$ cat config.mk
export PLATFORM = sky130hd
export DESIGN_NAME = ugpb_fifo
export DESIGN_NICKNAME = d
export VERILOG_FILES = /design/src/rtl/ugpb_pkg.sv /design/src/rtl/ugpb_fifo.sv
export SDC_FILE = /design/constraint.sdc
export NUM_CORES = 1
export LEC_CHECK = 0
export BUFFER_PORTS_ARGS = -buffer_cell sky130_fd_sc_hd__buf_2
export CORE_UTILIZATION = 57
export CTS_CLUSTER_SIZE = 8
export DETAILED_ROUTE_END_ITERATION = 10
export PLACE_DENSITY = 0.88
export SYNTH_ARGS = -nofsm -noshare
export SYNTH_HDL_FRONTEND = slang
export SYNTH_SLANG_ARGS = --single-unit
$ cat constraint.sdc
create_clock -name clk -period 2.8 [get_ports clk]
set_input_delay 0.42 -clock clk [delete_from_list [all_inputs] [get_ports clk]]
set_output_delay 0.42 -clock clk [all_outputs]
set_load 0.02 [all_outputs]
$ cat src/rtl/ugpb_pkg.sv
// ugpb_pkg.sv: constants, op codes and the queued command type of the grid binning block
// no dependencies; compiled first
package ugpb_pkg;

    // grid geometry and capacities
    localparam int GRID_W      = 64;
    localparam int GRID_H      = 64;
    localparam int CELL_SIZE   = 16;
    localparam int CELL_SLOTS  = 8;
    localparam int MAX_PARTS   = 4096;
    localparam int LIMIT_RESET = 8;

    // field widths
    localparam int FUNC_W  = 2;
    localparam int POS_W   = 24;
    localparam int COL_W   = 6;
    localparam int ROW_W   = 6;
    localparam int SLOT_W  = 3;
    localparam int IDX_W   = 12;
    localparam int CNT_W   = 4;
    localparam int LIMIT_W = 4;

    // derived sizes
    localparam int NCELLS    = GRID_W * GRID_H;
    localparam int CELL_AW   = $clog2(NCELLS);
    localparam int ENT_DEPTH = NCELLS * CELL_SLOTS;
    localparam int ENT_AW    = $clog2(ENT_DEPTH);
    localparam int NUM_W     = $clog2(MAX_PARTS + 1);
    localparam int BIN_SHIFT = $clog2(CELL_SIZE * 256);

    // count memory word: epoch mark over the count
    localparam int EPOCH_W = 4;
    localparam int CWORD_W = EPOCH_W + CNT_W;

    // command queue between front and back
    localparam int FIFO_DEPTH = 4;

    // input function codes
    localparam logic [FUNC_W-1:0] FUNC_CLEAR  = 2'd0;
    localparam logic [FUNC_W-1:0] FUNC_INSERT = 2'd1;
    localparam logic [FUNC_W-1:0] FUNC_READ   = 2'd2;

    typedef enum logic [1:0] {
        OP_CLEAR  = 2'd0,
        OP_INSERT = 2'd1,
        OP_READ   = 2'd2,
        OP_NONE   = 2'd3
    } op_t;

    // classified item handed from front to back
    typedef struct packed {
        op_t                op;
        logic [CELL_AW-1:0] cell_idx;
        logic [COL_W-1:0]   col;
        logic [ROW_W-1:0]   row;
        logic [SLOT_W-1:0]  slot;
        logic [IDX_W-1:0]   pidx;
        logic               has_num;
        logic               in_grid;
    } cmd_t;

endpackage

$ cat src/rtl/ugpb_fifo.sv
// ugpb_fifo.sv: short command queue between the front and back parts
// depends on ugpb_pkg; DEPTH from 2 to 16
module ugpb_fifo #(
    parameter int DEPTH = ugpb_pkg::FIFO_DEPTH
) (
    input  logic           clk,
    input  logic           rst_n,
    input  logic           push_valid,
    output logic           push_ready,
    input  ugpb_pkg::cmd_t push_cmd,
    output logic           pop_valid,
    input  logic           pop_ready,
    output ugpb_pkg::cmd_t pop_cmd
);
    import ugpb_pkg::*;

    localparam int PTR_W  = $clog2(DEPTH);
    localparam int FILL_W = $clog2(DEPTH + 1);

    cmd_t              slots_reg [DEPTH];
    logic [PTR_W-1:0]  wr_ptr_reg;
    logic [PTR_W-1:0]  rd_ptr_reg;
    logic [FILL_W-1:0] fill_reg;
    logic              push;
    logic              pop;

    assign push_ready = (fill_reg != FILL_W'(DEPTH));
    assign pop_valid  = (fill_reg != '0);
    assign push       = push_valid && push_ready;
    assign pop        = pop_valid && pop_ready;
    assign pop_cmd    = slots_reg[rd_ptr_reg];

    // pointers and fill level
    always_ff @(posedge clk or negedge rst_n)
    begin
        if (!rst_n)
        begin
            wr_ptr_reg <= '0;
            rd_ptr_reg <= '0;
            fill_reg   <= '0;
        end
        else
        begin
            if (push)
            begin
                wr_ptr_reg <= (wr_ptr_reg == PTR_W'(DEPTH - 1)) ? '0 : wr_ptr_reg + PTR_W'(1);
            end
            if (pop)
            begin
                rd_ptr_reg <= (rd_ptr_reg == PTR_W'(DEPTH - 1)) ? '0 : rd_ptr_reg + PTR_W'(1);
            end
            if (push && !pop)
            begin
                fill_reg <= fill_reg + FILL_W'(1);
            end
            else if (pop && !push)
            begin
                fill_reg <= fill_reg - FILL_W'(1);
            end
        end
    end

    // storage
    always_ff @(posedge clk)
    begin
        if (push)
        begin
            slots_reg[wr_ptr_reg] <= push_cmd;
        end
    end

endmodule

==> reports/metrics.yaml <==
finish:
  area_growth_syn_to_layout_pct: 18.7
  fin_area_sq_mm: 0.00796
  drive_gt1_share_pct: 46.4
  regArea_sq_mm: 0.00535
  diodes: 0
  final_nets: 427
  nFillCells: 682
  final_cells: 529
  multi_input_area_sq_mm: 0.00124
  final_cell_mix: "172 x edfxtp_1, 91 x buf_2, 38 x mux4_2"
  largest_reg_flops: 172
  layout_commonest_cell: "edfxtp_1"
worst_setup_path:
  worstPathMaxFanout: 28
  crit_required_ns: 2.38
  r2r_end: "fill_reg[2]"
  critPathCaptureType: "output pin"
  path_class: "flip-flop to output pin"
  reg2reg_depth: 8
  regToRegStartpoint: "fill_reg[1]"
  critPathLaunchType: "flip-flop"
  arrival_ns: 2.18
  rrSetupSlack_ns: 0.61
sta:
  setup-tns-final_ns: 0
  period_share_pct: 92.8
  final-setup-viol-count: 0
  tightest_slew_ns: 0.725
  rsz0062_at_grt: "no"
  max_slew_margin_pct: 51.7
  hold_ws_ns: 0.215
  slew_violations: 0
  period_needed_ns: 2.60
  max_freq_mhz: 385
  hold_viol: 0
  clock-skew-final_ns: 0.0126
logic_synthesis:
  synth_top_family_by_area: "multiplexers"
  synthDistinctLibCells: 18
  yosys_most_used_dff: "edfxtp_1"
  syn_avg_cell_area_sq_um: 25.6
  synthMuxAreaShare_pct: 15.6
  synth_edf_count: 172
  syn-cell-area_sq_mm: 0.00670
  synth_compound_area_share_pct: 0.168
  ys_warn_count: 0
  async_flop_share_pct: 3.91
  synth_xor_area_share_pct: 0.392
  seq_area_frac_synth_pct: 79.7
  yosys.area_share.simple_pct: 0.877
  synth-seq-cells: 179
  syn-num-nets: 316
  synthesis.instances: 262
  synth_fa_ha_area_share_pct: 1.42
floorplanning:
  core_area_sq_mm: 0.0114
  die_area_sq_mm: 0.0122
  ios: 92
  fp.dieH_microns: 110
  rows: 39
  start_util_pct: 58.7
  fp.dieW_microns: 110
global_routing:
  grt_pass1_wl_microns: 17500
  grt_usage_pct: 19.8
  grt.overflow.total: 0
  grt_pass1_vias: 3253
  grt_max_degree: 30
  antenna_found_initial: 1
drt:
  drc: 0
  vias: 2974
  vias_per_cell: 5.62
  wirelength_microns: 11200
  drt-initial-drc-count: 153
  antenna_left: 0
  drtPass1Iterations: 4
  detail_route.wl_per_cell_microns: 21.2
min_path:
  hold_end: "slots_reg[0][27]"
  holdCritPathClass: "input pin to flip-flop"
  hold_start: "push_cmd[27]"
  hold_depth: 1
placed_design:
  io_buffers: 91
  hpwl_microns: 7040
  gp_congestion: 0.735
  postPlaceCellArea_sq_mm: 0.00734
  place_inst: 496
clock_tree:
  post_cts_buffers: 0
  cts_tree: "done"
  cts_root_buf: "clkbuf_16"
  clock_sinks: 179
  h-tree-depth: 4
  ctsLongestPathBuffers: 2
  numCtsBuffers: 17
  clkSlewWorstSetupHoldPaths_ns: 0.06
  clock_latency_ns: 0.42
job:
  cap_violations: 0
power:
  vdd_ir_drop_max_mv: 0.598
  leakagePower_uw: 0.00278
  pwr_density_cell_mw_per_mm2: 1120
  power_uw: 8890
outcome:
  status: "finished, final reports clean"
[area by class of cell]
cell class | instances | area share, %
flip-flops and latches | 179 | 67.2
clock inverters | 10 | 2.03
well taps | 143 | 2.25
clock buffers | 22 | 5.58
inverters | 3 | 0.141
multi-input cells | 70 | 15.6
repair buffers | 102 | 7.26
[synth_stat cells (2+ instances only)]
library cell  count  area, sq um
nor2_1            4         15.0
ha_1              6         75.1
xor2_1            2         17.5
dfrtp_1           7          175
inv_1             3         11.3
mux4_2           38          856
nand2_1           2         7.51
edfxtp_1        172         5160
mux4_1            5          131
buf_2             5         25.0
mux2_2            5         56.3
buf_12            4         80.1
and2_1            4         25.0
[worst max-delay path by stage]
| stage | slack [ns] | endpoint | cells past startpoint | startpoint |
|---|---|---|---|---|
| after CTS | 0.11 | pop_cmd[14] | 3 | rd_ptr_reg[0] |
| after detailed placement | 0.59 | pop_cmd[6] | 3 | rd_ptr_reg[0] |
| after floorplan | 0.59 | slots_reg[3][0] | 3 | fill_reg[0] |
| after global placement | 0.60 | pop_cmd[15] | 3 | rd_ptr_reg[0] |
| final | 0.20 | pop_cmd[14] | 3 | rd_ptr_reg[0] |
| after global routing | 0.04 | pop_cmd[14] | 3 | rd_ptr_reg[0] |
[kinds of logic after synthesis]
| group | count (synthesis) |
|---|---|
| muxes | 48 |
| AOI/OAI and AO/OA | 1 |
| and+or+nand+nor | 11 |
| DFF | 179 |
| buffers and inverters | 13 |
| xor gates and xnor gates | 3 |
| adders and majority gates | 7 |
[critical path, stage by stage, from the launching register on]
cell     delay [ns]
dfrtp_4        0.76
buf_4          0.31
mux4_2         0.52
buf_2          0.18
[routing by layer]
metal / global-route usage [%] / wire (microns)
met5: 0 / 13
met4: 6.13 / 72
met3: 6.26 / 594
met2: 32.2 / 5830
met1: 25.8 / 4690
[metrics by stage]
step	util, %	setup slack, ns
CTS	69.7	0.114
global placement	64.3	0.598
finish	69.7	0.201
floorplan	-	0.591
global route	69.7	0.0383
detailed placement	64.3	0.586
[what timing repair did]
| item | in CTS | in global routing |
|---|---|---|
| hold endpoints to repair | 7 | 0 |
| hold buffers | 1 | 0 |
| gates resized for setup | 0 | 0 |
[report_power, final]
part	leakage, uW	switching, uW	total, uW	internal (uW)
Sequential	0.00166	347	3890	3550
Combinational	0.000845	1410	2590	1180
Clock	0.000284	911	2400	1490
No activity file was read; power rests on OpenSTA's default activity.
