**src/rtl/ugpb_pkg.sv**
```systemverilog
// ugpb_pkg.sv: constants, op codes and the queued command type of the grid binning block
// no dependencies; compiled first
package ugpb_pkg;

    // grid geometry and capacities
    localparam int GRID_W      = 64;
    localparam int GRID_H      = 64;
    localparam int CELL_SIZE   = 16;
    localparam int CELL_SLOTS  = 8;
    localparam int MAX_PARTS   = 4096;
    localparam int LIMIT_RESET = 8;

    // field widths
    localparam int FUNC_W  = 2;
    localparam int POS_W   = 24;
    localparam int COL_W   = 6;
    localparam int ROW_W   = 6;
    localparam int SLOT_W  = 3;
    localparam int IDX_W   = 12;
    localparam int CNT_W   = 4;
    localparam int LIMIT_W = 4;

    // derived sizes
    localparam int NCELLS    = GRID_W * GRID_H;
    localparam int CELL_AW   = $clog2(NCELLS);
    localparam int ENT_DEPTH = NCELLS * CELL_SLOTS;
    localparam int ENT_AW    = $clog2(ENT_DEPTH);
    localparam int NUM_W     = $clog2(MAX_PARTS + 1);
    localparam int BIN_SHIFT = $clog2(CELL_SIZE * 256);

    // count memory word: epoch mark over the count
    localparam int EPOCH_W = 4;
    localparam int CWORD_W = EPOCH_W + CNT_W;

    // command queue between front and back
    localparam int FIFO_DEPTH = 4;

    // input function codes
    localparam logic [FUNC_W-1:0] FUNC_CLEAR  = 2'd0;
    localparam logic [FUNC_W-1:0] FUNC_INSERT = 2'd1;
    localparam logic [FUNC_W-1:0] FUNC_READ   = 2'd2;

    typedef enum logic [1:0] {
        OP_CLEAR  = 2'd0,
        OP_INSERT = 2'd1,
        OP_READ   = 2'd2,
        OP_NONE   = 2'd3
    } op_t;

    // classified item handed from front to back
    typedef struct packed {
        op_t                op;
        logic [CELL_AW-1:0] cell_idx;
        logic [COL_W-1:0]   col;
        logic [ROW_W-1:0]   row;
        logic [SLOT_W-1:0]  slot;
        logic [IDX_W-1:0]   pidx;
        logic               has_num;
        logic               in_grid;
    } cmd_t;

endpackage

```
**src/rtl/ugpb_if.sv**
```systemverilog
// ugpb_if.sv: request and response channel interfaces, valid/ready with field payload
// depends on ugpb_pkg
interface ugpb_req_if;
    import ugpb_pkg::*;

    logic                     valid;
    logic                     ready;
    logic [FUNC_W-1:0]        func;
    logic signed [POS_W-1:0]  pos_x;
    logic signed [POS_W-1:0]  pos_y;
    logic [COL_W-1:0]         cell_col;
    logic [ROW_W-1:0]         cell_row;
    logic [SLOT_W-1:0]        slot_sel;

    modport source (
        output valid, func, pos_x, pos_y, cell_col, cell_row, slot_sel,
        input  ready
    );
    modport sink (
        input  valid, func, pos_x, pos_y, cell_col, cell_row, slot_sel,
        output ready
    );
endinterface


```
**src/rtl/ugpb_front.sv**
```systemverilog
// ugpb_front.sv: accepts requests, bins positions into cells and numbers particles
// depends on ugpb_pkg and ugpb_if; feeds the command queue
module ugpb_front (
    input  logic            clk,
    input  logic            rst_n,
    input  logic            hold_off,
    ugpb_req_if.sink        req,
    output logic            push_valid,
    input  logic            push_ready,
    output ugpb_pkg::cmd_t  push_cmd
);
    import ugpb_pkg::*;

    localparam int QW = POS_W - 1 - BIN_SHIFT;

    logic             hold_valid_reg;
    cmd_t             cmd_reg;
    logic [NUM_W-1:0] next_number_reg;
    logic [NUM_W-1:0] next_number_next;
    cmd_t             cmd;
    logic             exhausted;
    logic             accept;

    // divide by cell size, truncate, clamp into the grid
    function automatic logic [COL_W-1:0] bin_coord(input logic [POS_W-1:0] pos,
                                                   input int span);
        logic [QW-1:0]    q;
        logic [COL_W-1:0] r;
        q = pos[POS_W-2:BIN_SHIFT];
        if (pos[POS_W-1])
            r = '0;
        else if (int'(q) >= span)
            r = COL_W'(span - 1);
        else
            r = COL_W'(q);
        return r;
    endfunction

    function automatic logic [CELL_AW-1:0] cell_of(input logic [ROW_W-1:0] row,
                                                   input logic [COL_W-1:0] col);
        return CELL_AW'(int'(row) * GRID_W + int'(col));
    endfunction

    // classify the incoming item
    always_comb
    begin
        cmd              = '0;
        cmd.op           = OP_NONE;
        next_number_next = next_number_reg;
        exhausted        = (next_number_reg >= NUM_W'(MAX_PARTS));
        case (req.func)
            FUNC_CLEAR:
            begin
                cmd.op           = OP_CLEAR;
                next_number_next = '0;
            end
            FUNC_INSERT:
            begin
                cmd.op       = OP_INSERT;
                cmd.col      = bin_coord(req.pos_x, GRID_W);
                cmd.row      = ROW_W'(bin_coord(req.pos_y, GRID_H));
                cmd.cell_idx = cell_of(cmd.row, cmd.col);
                cmd.in_grid  = 1'b1;
                if (!exhausted)
                begin
                    cmd.has_num      = 1'b1;
                    cmd.pidx         = next_number_reg[IDX_W-1:0];
                    next_number_next = next_number_reg + NUM_W'(1);
                end
            end
            FUNC_READ:
            begin
                cmd.op       = OP_READ;
                cmd.col      = req.cell_col;
                cmd.row      = req.cell_row;
                cmd.slot     = req.slot_sel;
                cmd.cell_idx = cell_of(req.cell_row, req.cell_col);
                cmd.in_grid  = (int'(req.cell_col) < GRID_W) && (int'(req.cell_row) < GRID_H);
            end
            default:
            begin
                cmd.op = OP_NONE;
            end
        endcase
    end

    // one holding register toward the queue
    assign req.ready  = !hold_off && (!hold_valid_reg || push_ready);
    assign accept     = req.valid && req.ready;
    assign push_valid = hold_valid_reg;
    assign push_cmd   = cmd_reg;

    always_ff @(posedge clk or negedge rst_n)
    begin
        if (!rst_n)
        begin
            hold_valid_reg  <= 1'b0;
            next_number_reg <= '0;
        end
        else if (accept)
        begin
            hold_valid_reg  <= 1'b1;
            next_number_reg <= next_number_next;
        end
        else if (push_ready)
        begin
            hold_valid_reg <= 1'b0;
        end
    end

    always_ff @(posedge clk)
    begin
        if (accept)
        begin
            cmd_reg <= cmd;
        end
    end

`ifndef SYNTH
    // numbering saturates at capacity
    a_number_bound: assert property (@(posedge clk) disable iff (!rst_n)
        next_number_reg <= NUM_W'(MAX_PARTS))
        else $error("particle numbering ran past capacity");
`endif

endmodule

```
**src/flat_wrapper.sv**
```systemverilog
// flat-port wrapper written by rule: the top's interface ports become plain ports
module ugpb_front_flat import ugpb_pkg::*;
  (clk, rst_n, hold_off, push_valid, push_ready, push_cmd, req_valid, req_func, req_pos_x, req_pos_y, req_cell_col, req_cell_row, req_slot_sel, req_ready);
  ugpb_req_if req_i ();
  input  logic clk;
  input  logic rst_n;
  input  logic hold_off;
  output logic push_valid;
  input  logic push_ready;
  output ugpb_pkg::cmd_t push_cmd;
  input wire logic [$bits(req_i.valid)-1:0] req_valid;
  input wire logic [$bits(req_i.func)-1:0] req_func;
  input wire logic [$bits(req_i.pos_x)-1:0] req_pos_x;
  input wire logic [$bits(req_i.pos_y)-1:0] req_pos_y;
  input wire logic [$bits(req_i.cell_col)-1:0] req_cell_col;
  input wire logic [$bits(req_i.cell_row)-1:0] req_cell_row;
  input wire logic [$bits(req_i.slot_sel)-1:0] req_slot_sel;
  output wire logic [$bits(req_i.ready)-1:0] req_ready;
  assign req_i.valid = req_valid;
  assign req_i.func = req_func;
  assign req_i.pos_x = req_pos_x;
  assign req_i.pos_y = req_pos_y;
  assign req_i.cell_col = req_cell_col;
  assign req_i.cell_row = req_cell_row;
  assign req_i.slot_sel = req_slot_sel;
  assign req_ready = req_i.ready;
  ugpb_front u_core (.clk(clk), .rst_n(rst_n), .hold_off(hold_off), .req(req_i), .push_valid(push_valid), .push_ready(push_ready), .push_cmd(push_cmd));
endmodule
```
**config.mk**
```make
export PLATFORM = sky130hd
export DESIGN_NAME = ugpb_front_flat
export DESIGN_NICKNAME = d
export VERILOG_FILES = /design/src/rtl/ugpb_pkg.sv /design/src/rtl/ugpb_if.sv /design/src/rtl/ugpb_front.sv /design/src/flat_wrapper.sv
export SDC_FILE = /design/constraint.sdc
export NUM_CORES = 1
export LEC_CHECK = 0
export ABC_AREA = 1
export BUFFER_PORTS_ARGS = -buffer_cell sky130_fd_sc_hd__buf_2
export CAP_MARGIN = 10
export CORE_ASPECT_RATIO = 0.5
export CORE_MARGIN = 5
export CORE_UTILIZATION = 45
export DETAILED_ROUTE_END_ITERATION = 12
export HOLD_SLACK_MARGIN = 0.06
export PLACE_DENSITY_LB_ADDON = 0.08
export RECOVER_POWER = 50
export SYNTH_ARGS = -nofsm -noshare
export SYNTH_HDL_FRONTEND = slang
export SYNTH_SLANG_ARGS = --single-unit
```
**constraint.sdc**
```tcl
create_clock -name clk -period 4.45 [get_ports clk]
set_input_delay 0 -clock clk [delete_from_list [all_inputs] [get_ports clk]]
set_output_delay 0 -clock clk [all_outputs]
set_load 0.02 [all_outputs]
```
==> impl_summary.log, run 1 <==
[metrics] status: completed
[metrics] TNS Setup: 0 ns
[metrics] pin count of the biggest net entering global routing: 35
[metrics] count of nets left with antenna violations after detail routing: 0
[metrics] type of destination of the critical path: flip-flop
[metrics] sequential element share of the synthesized area: 0.570
[metrics] vias in the first global route: 1740
[metrics] flip-flop count of the largest register, all copies and words added: 31
[metrics] Critical Setup Path Class: flip-flop to flip-flop
[metrics] GPL Wtd Cong: 0.811
[metrics] Synth Cell Area: 2250 µm²
[metrics] Root Buffer: sky130_fd_sc_hd__clkbuf_8
[metrics] Data required, critical path: 4.64 ns
[metrics] worst setup slack for register-to-register paths: 2.60 ns
[metrics] htree depth: 2
[metrics] floorplan die area: 6600 µm²
[metrics] Num Clock Sinks: 45
[metrics] synthesis-stage register bit count: 45
[metrics] instance count along the most critical hold path: 3
[metrics] actual slew at the worst max-slew pin: 0.848 ns
[metrics] pwr/cell area: 319 nW/µm²
[metrics] maxcap violations: 0
[metrics] # setup viols final: 0
[metrics] final hold vios: 0
[metrics] Chip Height: 60.0 µm
[metrics] Crit path largest cell delay: 0.40 ns
[metrics] list of cells traversed by the critical path: nand2_1 -> nand3_2 -> inv_1 -> buf_4 -> nand3_1 -> a21boi_1
[metrics] worst vdd ir: 0.138 mV
[metrics] share of final-layout standard cells stronger than drive strength 1: 0.191
[metrics] leakage power of the design: 1.18 nW
[metrics] Num CTS Buffers: 5
[metrics] quantity of gates resized following cts: 0
[metrics] total via count in the routed design: 1863
[metrics] Layout Skew: 0.00473 ns
[metrics] Min-Delay Path Class: primary input to flip-flop
[metrics] final period demand of the worst path: 1.85 ns
[metrics] total grt overflow: 0
[metrics] Hold WS: 0.0726 ns
[metrics] kind of cell adding the most delay to the critical path: simple AND/OR/NAND/NOR gates
[metrics] starting density of the core: 0.460
[metrics] DRC marker count from the first detailed-route iteration: 99
[metrics] Synth cell types: 22
[metrics] synthesized net count: 313
[metrics] clock latency of the later-clocked register in the worst-skew pair: 0.29 ns
[metrics] logic depth of the worst register-to-register path: 6
[metrics] overall routing resource usage: 0.158
[metrics] Port Buf Inserts: 90
[metrics] number of cells produced by synthesis: 237
[metrics] vias per cell: 4.67
[metrics] placed cell count: 381
[metrics] Buffers & Inverters on Critical Path: 2
[metrics] fin util: 0.572
[metrics] Clk pin slew, worst setup/hold paths: 0.08 ns
[metrics] Fmax achieved: 0.542 GHz
[metrics] standard-cell rows: 18
[metrics] peak fanout along the critical path: 34
[metrics] remaining routing DRC violations: 0
[metrics] unrepaired setup endpoints after global routing: no
[metrics] least setup slack across all paths after layout: 2.60 ns
[metrics] Post-Route WL: 5260 µm
[metrics] initial antenna violation count: 0
[metrics] placeable core area: 4890 µm²
[metrics] fill cell count: 464
[metrics] Critical-path top delay cell: sky130_fd_sc_hd__dfrtp_1
[metrics] HPWL after DPL: 3740 µm
[metrics] count of cell instances traversed by the critical path: 6
[metrics] Placement Setup Slack: 2.58 ns
[metrics] final worst path period share: 0.415
[metrics] CP Launch Type: flip-flop
[metrics] per-cell routed wire length: 13.2 µm
[metrics] Final Non-Filler Cells: 399
[metrics] arrival time of data at the critical path endpoint: 2.03 ns
[metrics] Antenna Diode Count: 0
[metrics] router iterations before antenna repair: 4
[metrics] clock tree from TritonCTS: built
[metrics] number of top-level pins: 115
[metrics] layout overhead on the synthesized area: 24.4%
[metrics] chip width: 110 µm
[metrics] global-route wire length before repair: 7960 µm
[metrics] Yosys warnings: 0
[metrics] mean cell area of the mapped netlist: 9.49 µm²
[metrics] number of max-slew violations in the final report: 0
[metrics] remaining max-slew budget at the tightest pin: 0.435
[metrics] NumNets Final: 404
[metrics] deepest clock path buffer count: 2
==> path summary, 6_finish.rpt <==
kind | from | to
worst min-delay path | req_cell_row[0] | u_core.push_cmd[17]
worst max-delay path | u_core.push_valid | u_core.next_number_reg[12]
worst max register to register | u_core.push_valid | u_core.next_number_reg[12]
max in group asynchronous | rst_n | u_core.next_number_reg[3]
min in group asynchronous | rst_n | u_core.next_number_reg[12]
worst min register to register | u_core.next_number_reg[12] | u_core.next_number_reg[12]
==> stage by stage <==
step,power [mW],cell area (µm²)
5_1_grt,0.944,2800
6_report,0.893,2800
4_1_cts,0.911,2860
3_3_place_gp,0.654,2680
3_5_place_dp,0.658,2680
2_1_floorplan,0.605,2250
==> power breakdown <==
| part | leakage [nW] | switching [mW] | internal (mW) |
|---|---|---|---|
| Sequential | 0.484 | 0.0194 | 0.481 |
| Combinational | 0.654 | 0.0987 | 0.0510 |
| Clock | 0.0422 | 0.132 | 0.110 |
| Total | 1.18 | 0.251 | 0.643 |
==> Yosys cell counts (all sizes together) <==
cell,number,share of area
nand2,44,0.076
nor2,34,0.068
edfxtp,31,0.41
inv,28,0.047
o21ai,18,0.042
a21oi,17,0.038
nand3,17,0.045
buf,14,0.047
dfrtp,14,0.16
ha,6,0.033
nand4,6,0.017
clkbuf,3,0.0050
nor3,2,0.0045
or2,2,0.0056
a21boi,1,0.0033
==> final cells by class <==
| class | count | area [µm²] | share of cell area |
|---|---|---|---|
| clock inverter | 1 | 5.00 | 0.00179 |
| inverter | 28 | 105 | 0.0376 |
| clock buffer | 7 | 76.3 | 0.0273 |
| tap | 70 | 87.6 | 0.0313 |
| timing repair buffer | 101 | 498 | 0.178 |
| sequential | 45 | 1280 | 0.458 |
| multi-input combinational | 147 | 744 | 0.266 |
==> metal layers <==
metal,share of wire,global-route usage
met1,0.44,0.196
met2,0.47,0.274
met3,0.084,0.0442
met4,0.0061,0.0462
met5,0,0
==> logic make-up after synthesis <==
| group | after synthesis | share of synthesized area |
|---|---|---|
| simple gates | 105 | 0.215 |
| compound gates | 36 | 0.0829 |
| flops | 45 | 0.570 |
| fa+ha+maj | 6 | 0.0334 |
| buf+inv | 45 | 0.0991 |
==> tightest hold or removal path: stages <==
cell	delay (ns)
sky130_fd_sc_hd__buf_2	0.07
sky130_fd_sc_hd__nand2_1	0.04
sky130_fd_sc_hd__a21oi_1	0.13
==> cells in the final DEF, fill, tap and decap left out <==
cell                            instances
sky130_fd_sc_hd__nor2_1                28
sky130_fd_sc_hd__o21ai_2                1
sky130_fd_sc_hd__nand4_1                6
sky130_fd_sc_hd__or2_2                  2
sky130_fd_sc_hd__dfrtp_1               14
sky130_fd_sc_hd__ha_1                   6
sky130_fd_sc_hd__clkbuf_8               5
sky130_fd_sc_hd__a21oi_1               17
sky130_fd_sc_hd__nor2_2                 4
sky130_fd_sc_hd__a21boi_1               1
sky130_fd_sc_hd__nand2_2                2
sky130_fd_sc_hd__clkbuf_1              50
sky130_fd_sc_hd__buf_2                 42
sky130_fd_sc_hd__o21ai_0               17
sky130_fd_sc_hd__inv_1                 28
sky130_fd_sc_hd__nor2_4                 2
sky130_fd_sc_hd__clkinv_2               1
sky130_fd_sc_hd__edfxtp_1              31
sky130_fd_sc_hd__buf_4                  1
sky130_fd_sc_hd__nand3_2                3
sky130_fd_sc_hd__dlygate4sd3_1         10
sky130_fd_sc_hd__nand2_1               42
sky130_fd_sc_hd__nor3_1                 2
sky130_fd_sc_hd__nand3_1               14
==> repair_timing <==
| item | 4_1_cts | 5_1_grt |
|---|---|---|
| buffers inserted | 0 | 0 |
| hold endpoints to repair | 22 | 0 |
| hold buffers | 10 | 0 |
Note: power is estimated with default switching activity, not from simulation.
==> run 2: changes to the inputs <==
--- a/config.mk
+++ b/config.mk
@@ -10,7 +10,7 @@
 export CAP_MARGIN = 10
 export CORE_ASPECT_RATIO = 0.5
 export CORE_MARGIN = 5
-export CORE_UTILIZATION = 45
+export CORE_UTILIZATION = 41
 export DETAILED_ROUTE_END_ITERATION = 12
 export HOLD_SLACK_MARGIN = 0.06
 export PLACE_DENSITY_LB_ADDON = 0.08
==> constraint.sdc (replaced) <==
create_clock -name clk -period 1.49 [get_ports clk]
set_input_delay 0 -clock clk [delete_from_list [all_inputs] [get_ports clk]]
set_output_delay 0 -clock clk [all_outputs]
set_load 0.02 [all_outputs]
==> impl_summary.log, run 2 (synthesis gave the netlist of run 1 again) <==
[metrics] status: completed
[metrics] Layout Skew: 0.00209 ns (-0.00264 ns)
[metrics] Fmax achieved: 0.744 GHz
[metrics] total via count in the routed design: 1901 (+2.0%)
[metrics] deepest clock path buffer count: 2 (unchanged)
[metrics] # setup viols final: 0 (unchanged)
[metrics] most common cell after layout, fill and taps aside: sky130_fd_sc_hd__clkbuf_1
[metrics] Critical Setup Path Class: primary input to flip-flop
[metrics] final period demand of the worst path: 1.34 ns
[metrics] clock tree from TritonCTS: built
[metrics] CP Launch Type: primary input
[metrics] count of nets left with antenna violations after detail routing: 0 (unchanged)
[metrics] overall routing resource usage: 0.139 (-0.0197)
[metrics] number of top-level pins: 115 (unchanged)
[metrics] standard-cell rows: 19 (+1)
[metrics] placed inst area: 2760 µm² (+3.0%)
[metrics] Num Clock Sinks: 45 (unchanged)
[metrics] Min-Delay Path Class: primary input to flip-flop
[metrics] DRC marker count from the first detailed-route iteration: 87 (-12%)
[metrics] HPWL after DPL: 3870 µm (+3.5%)
[metrics] type of destination of the critical path: flip-flop
[metrics] per-cell routed wire length: 12.7 µm (-3.9%)
[metrics] global-route wire length before repair: 8050 µm (+1.0%)
[metrics] GPL Wtd Cong: 0.845 (+4.1%)
[metrics] layout overhead on the synthesized area: 27.6%
[metrics] final hold vios: 0 (unchanged)
[metrics] flip-flop count of the largest register, all copies and words added: 31 (unchanged)
[metrics] unrepaired setup endpoints after global routing: no
[metrics] pin count of the biggest net entering global routing: 20 (-43%)
[metrics] share of final-layout standard cells stronger than drive strength 1: 0.216 (+0.0247)
[metrics] Port Buf Inserts: 90 (unchanged)
[metrics] Hold WS: 0.0729 ns (+0.000294 ns)
[metrics] remaining max-slew budget at the tightest pin: 0.455 (+0.0200)
[metrics] clock latency of the later-clocked register in the worst-skew pair: 0.29 ns (about the same)
[metrics] number of max-slew violations in the final report: 0 (unchanged)
[metrics] vias in the first global route: 1776 (+2.1%)
[metrics] pwr/cell area: 931 nW/µm² (+190%)
[metrics] arrival time of data at the critical path endpoint: 1.52 ns (-0.51 ns)
[metrics] NumNets Final: 408 (+0.99%)
[metrics] final worst path period share: 0.902
[metrics] floorplan die area: 7150 µm² (+8.5%)
[metrics] htree depth: 2 (unchanged)
[metrics] Data required, critical path: 1.66 ns (-2.98 ns)
[metrics] Setup Fix Bufs, Post-CTS: 0 (unchanged)
[metrics] leakage power of the design: 1.20 nW (+1.4%)
[metrics] placeable core area: 5400 µm² (+10%)
[metrics] Post-Route WL: 5140 µm (-2.2%)
[metrics] Antenna Diode Count: 0 (unchanged)
[metrics] TNS Setup: 0 ns (unchanged)
[metrics] starting density of the core: 0.417 (-0.0434)
[metrics] Final Cell Area: 2870 µm² (+2.5%)
[metrics] total grt overflow: 0 (unchanged)
[metrics] Clk pin slew, worst setup/hold paths: 0.08 ns (about the same)
[metrics] commonest non-fill, non-tap cells in the layout: 49 x sky130_fd_sc_hd__clkbuf_1, 43 x sky130_fd_sc_hd__buf_2, 41 x sky130_fd_sc_hd__nand2_1, 31 x sky130_fd_sc_hd__edfxtp_1, 28 x sky130_fd_sc_hd__nor2_1
[metrics] vias per cell: 4.68 (+0.28%)
[metrics] Root Buffer: sky130_fd_sc_hd__clkbuf_8
[metrics] remaining routing DRC violations: 0 (unchanged)
[metrics] actual slew at the worst max-slew pin: 0.818 ns (-0.0300 ns)
[metrics] Num CTS Buffers: 5 (unchanged)
[metrics] router iterations before antenna repair: 4 (unchanged)
[metrics] maxcap violations: 0 (unchanged)
[metrics] peak fanout along the critical path: 4 (-88%)
[metrics] Chip Height: 62.4 µm (+4.0%)
[metrics] chip width: 115 µm (+4.3%)
[metrics] initial antenna violation count: 0 (unchanged)
[metrics] worst vdd ir: 0.402 mV (+190%)
-- run 2: changes by cell type in the layout (fill, tap and decap cells not counted), sizes merged --
cell,delta
buf,+6
clkbuf,-1
clkinvlp,+1
dlygate4sd3,-1
inv,-1
-- run 2: area by class of cell --
type	count	area [µm²]
Fill cell	552	2530
Sequential cell	45	1280
Multi-Input combinational cell	147	767
Timing Repair Buffer	105	539
Inverter	28	109
Tap cell	73	91.3
Clock buffer	7	76.3
Clock inverter	1	3.75
-- run 2: final timing paths --
path                                                 start                    endpoint  cells after the start  slack [ns]
max in group asynchronous                            rst_n           u_core.push_valid                      2        0.62
worst max register to register           u_core.push_valid           u_core.push_valid                      4        0.16
worst min-delay path                       req_cell_row[4]         u_core.push_cmd[21]                      3        0.07
worst max-delay path                            push_ready           u_core.push_valid                      7        0.15
worst min register to register  u_core.next_number_reg[12]  u_core.next_number_reg[12]                      2        0.55
min in group asynchronous                            rst_n   u_core.next_number_reg[9]                      2        0.31
-- run 2: worst max-delay path: stages --
cell and delay, ns:
sky130_fd_sc_hd__dlygate4sd3_1 0.53, sky130_fd_sc_hd__buf_2 0.11, sky130_fd_sc_hd__inv_1 0.07, sky130_fd_sc_hd__nand2_2 0.07, sky130_fd_sc_hd__nand3_4 0.11, sky130_fd_sc_hd__nand2_1 0.06
sky130_fd_sc_hd__dlygate4sd3_1 0.55
-- run 2: through the flow --
stage / total power, mW / utilization / instances / setup slack [ns]
finish: 2.67 / 0.532 / 406 / 0.145
global route: 2.83 / 0.532 / 406 / 0.0984
CTS: 2.73 / 0.543 / 406 / 0.165
detailed placement: 1.99 / 0.511 / 389 / 0.0380
global placement: 1.98 / 0.511 / 389 / 0.0875
floorplan: 1.81 / - / 237 / -0.0933
-- run 2: report_power, final --
| group | leakage [nW] | internal [mW] | switching (mW) |
|---|---|---|---|
| clock | 0.0399 | 0.327 | 0.379 |
| combinational | 0.675 | 0.167 | 0.300 |
| sequential | 0.482 | 1.44 | 0.0601 |
| total | 1.20 | 1.93 | 0.739 |
-- run 2: metal layers --
metal / vias to the layer above / GRT usage / routed length [µm] / part of all wire
met4: 0 / 0.0264 / 28 / 0.0054
met5: - / 0 / 0 / 0
met2: 69 / 0.232 / 2330 / 0.45
met3: 7 / 0.0446 / 507 / 0.099
met1: 862 / 0.178 / 2280 / 0.44
li1: 963 / - / - / -
-- run 2: what timing repair did --
item	CTS	global route
gates resized for setup	0	0
hold endpoints to repair	21	0
hold buffers	9	0
setup endpoints to repair	0	0
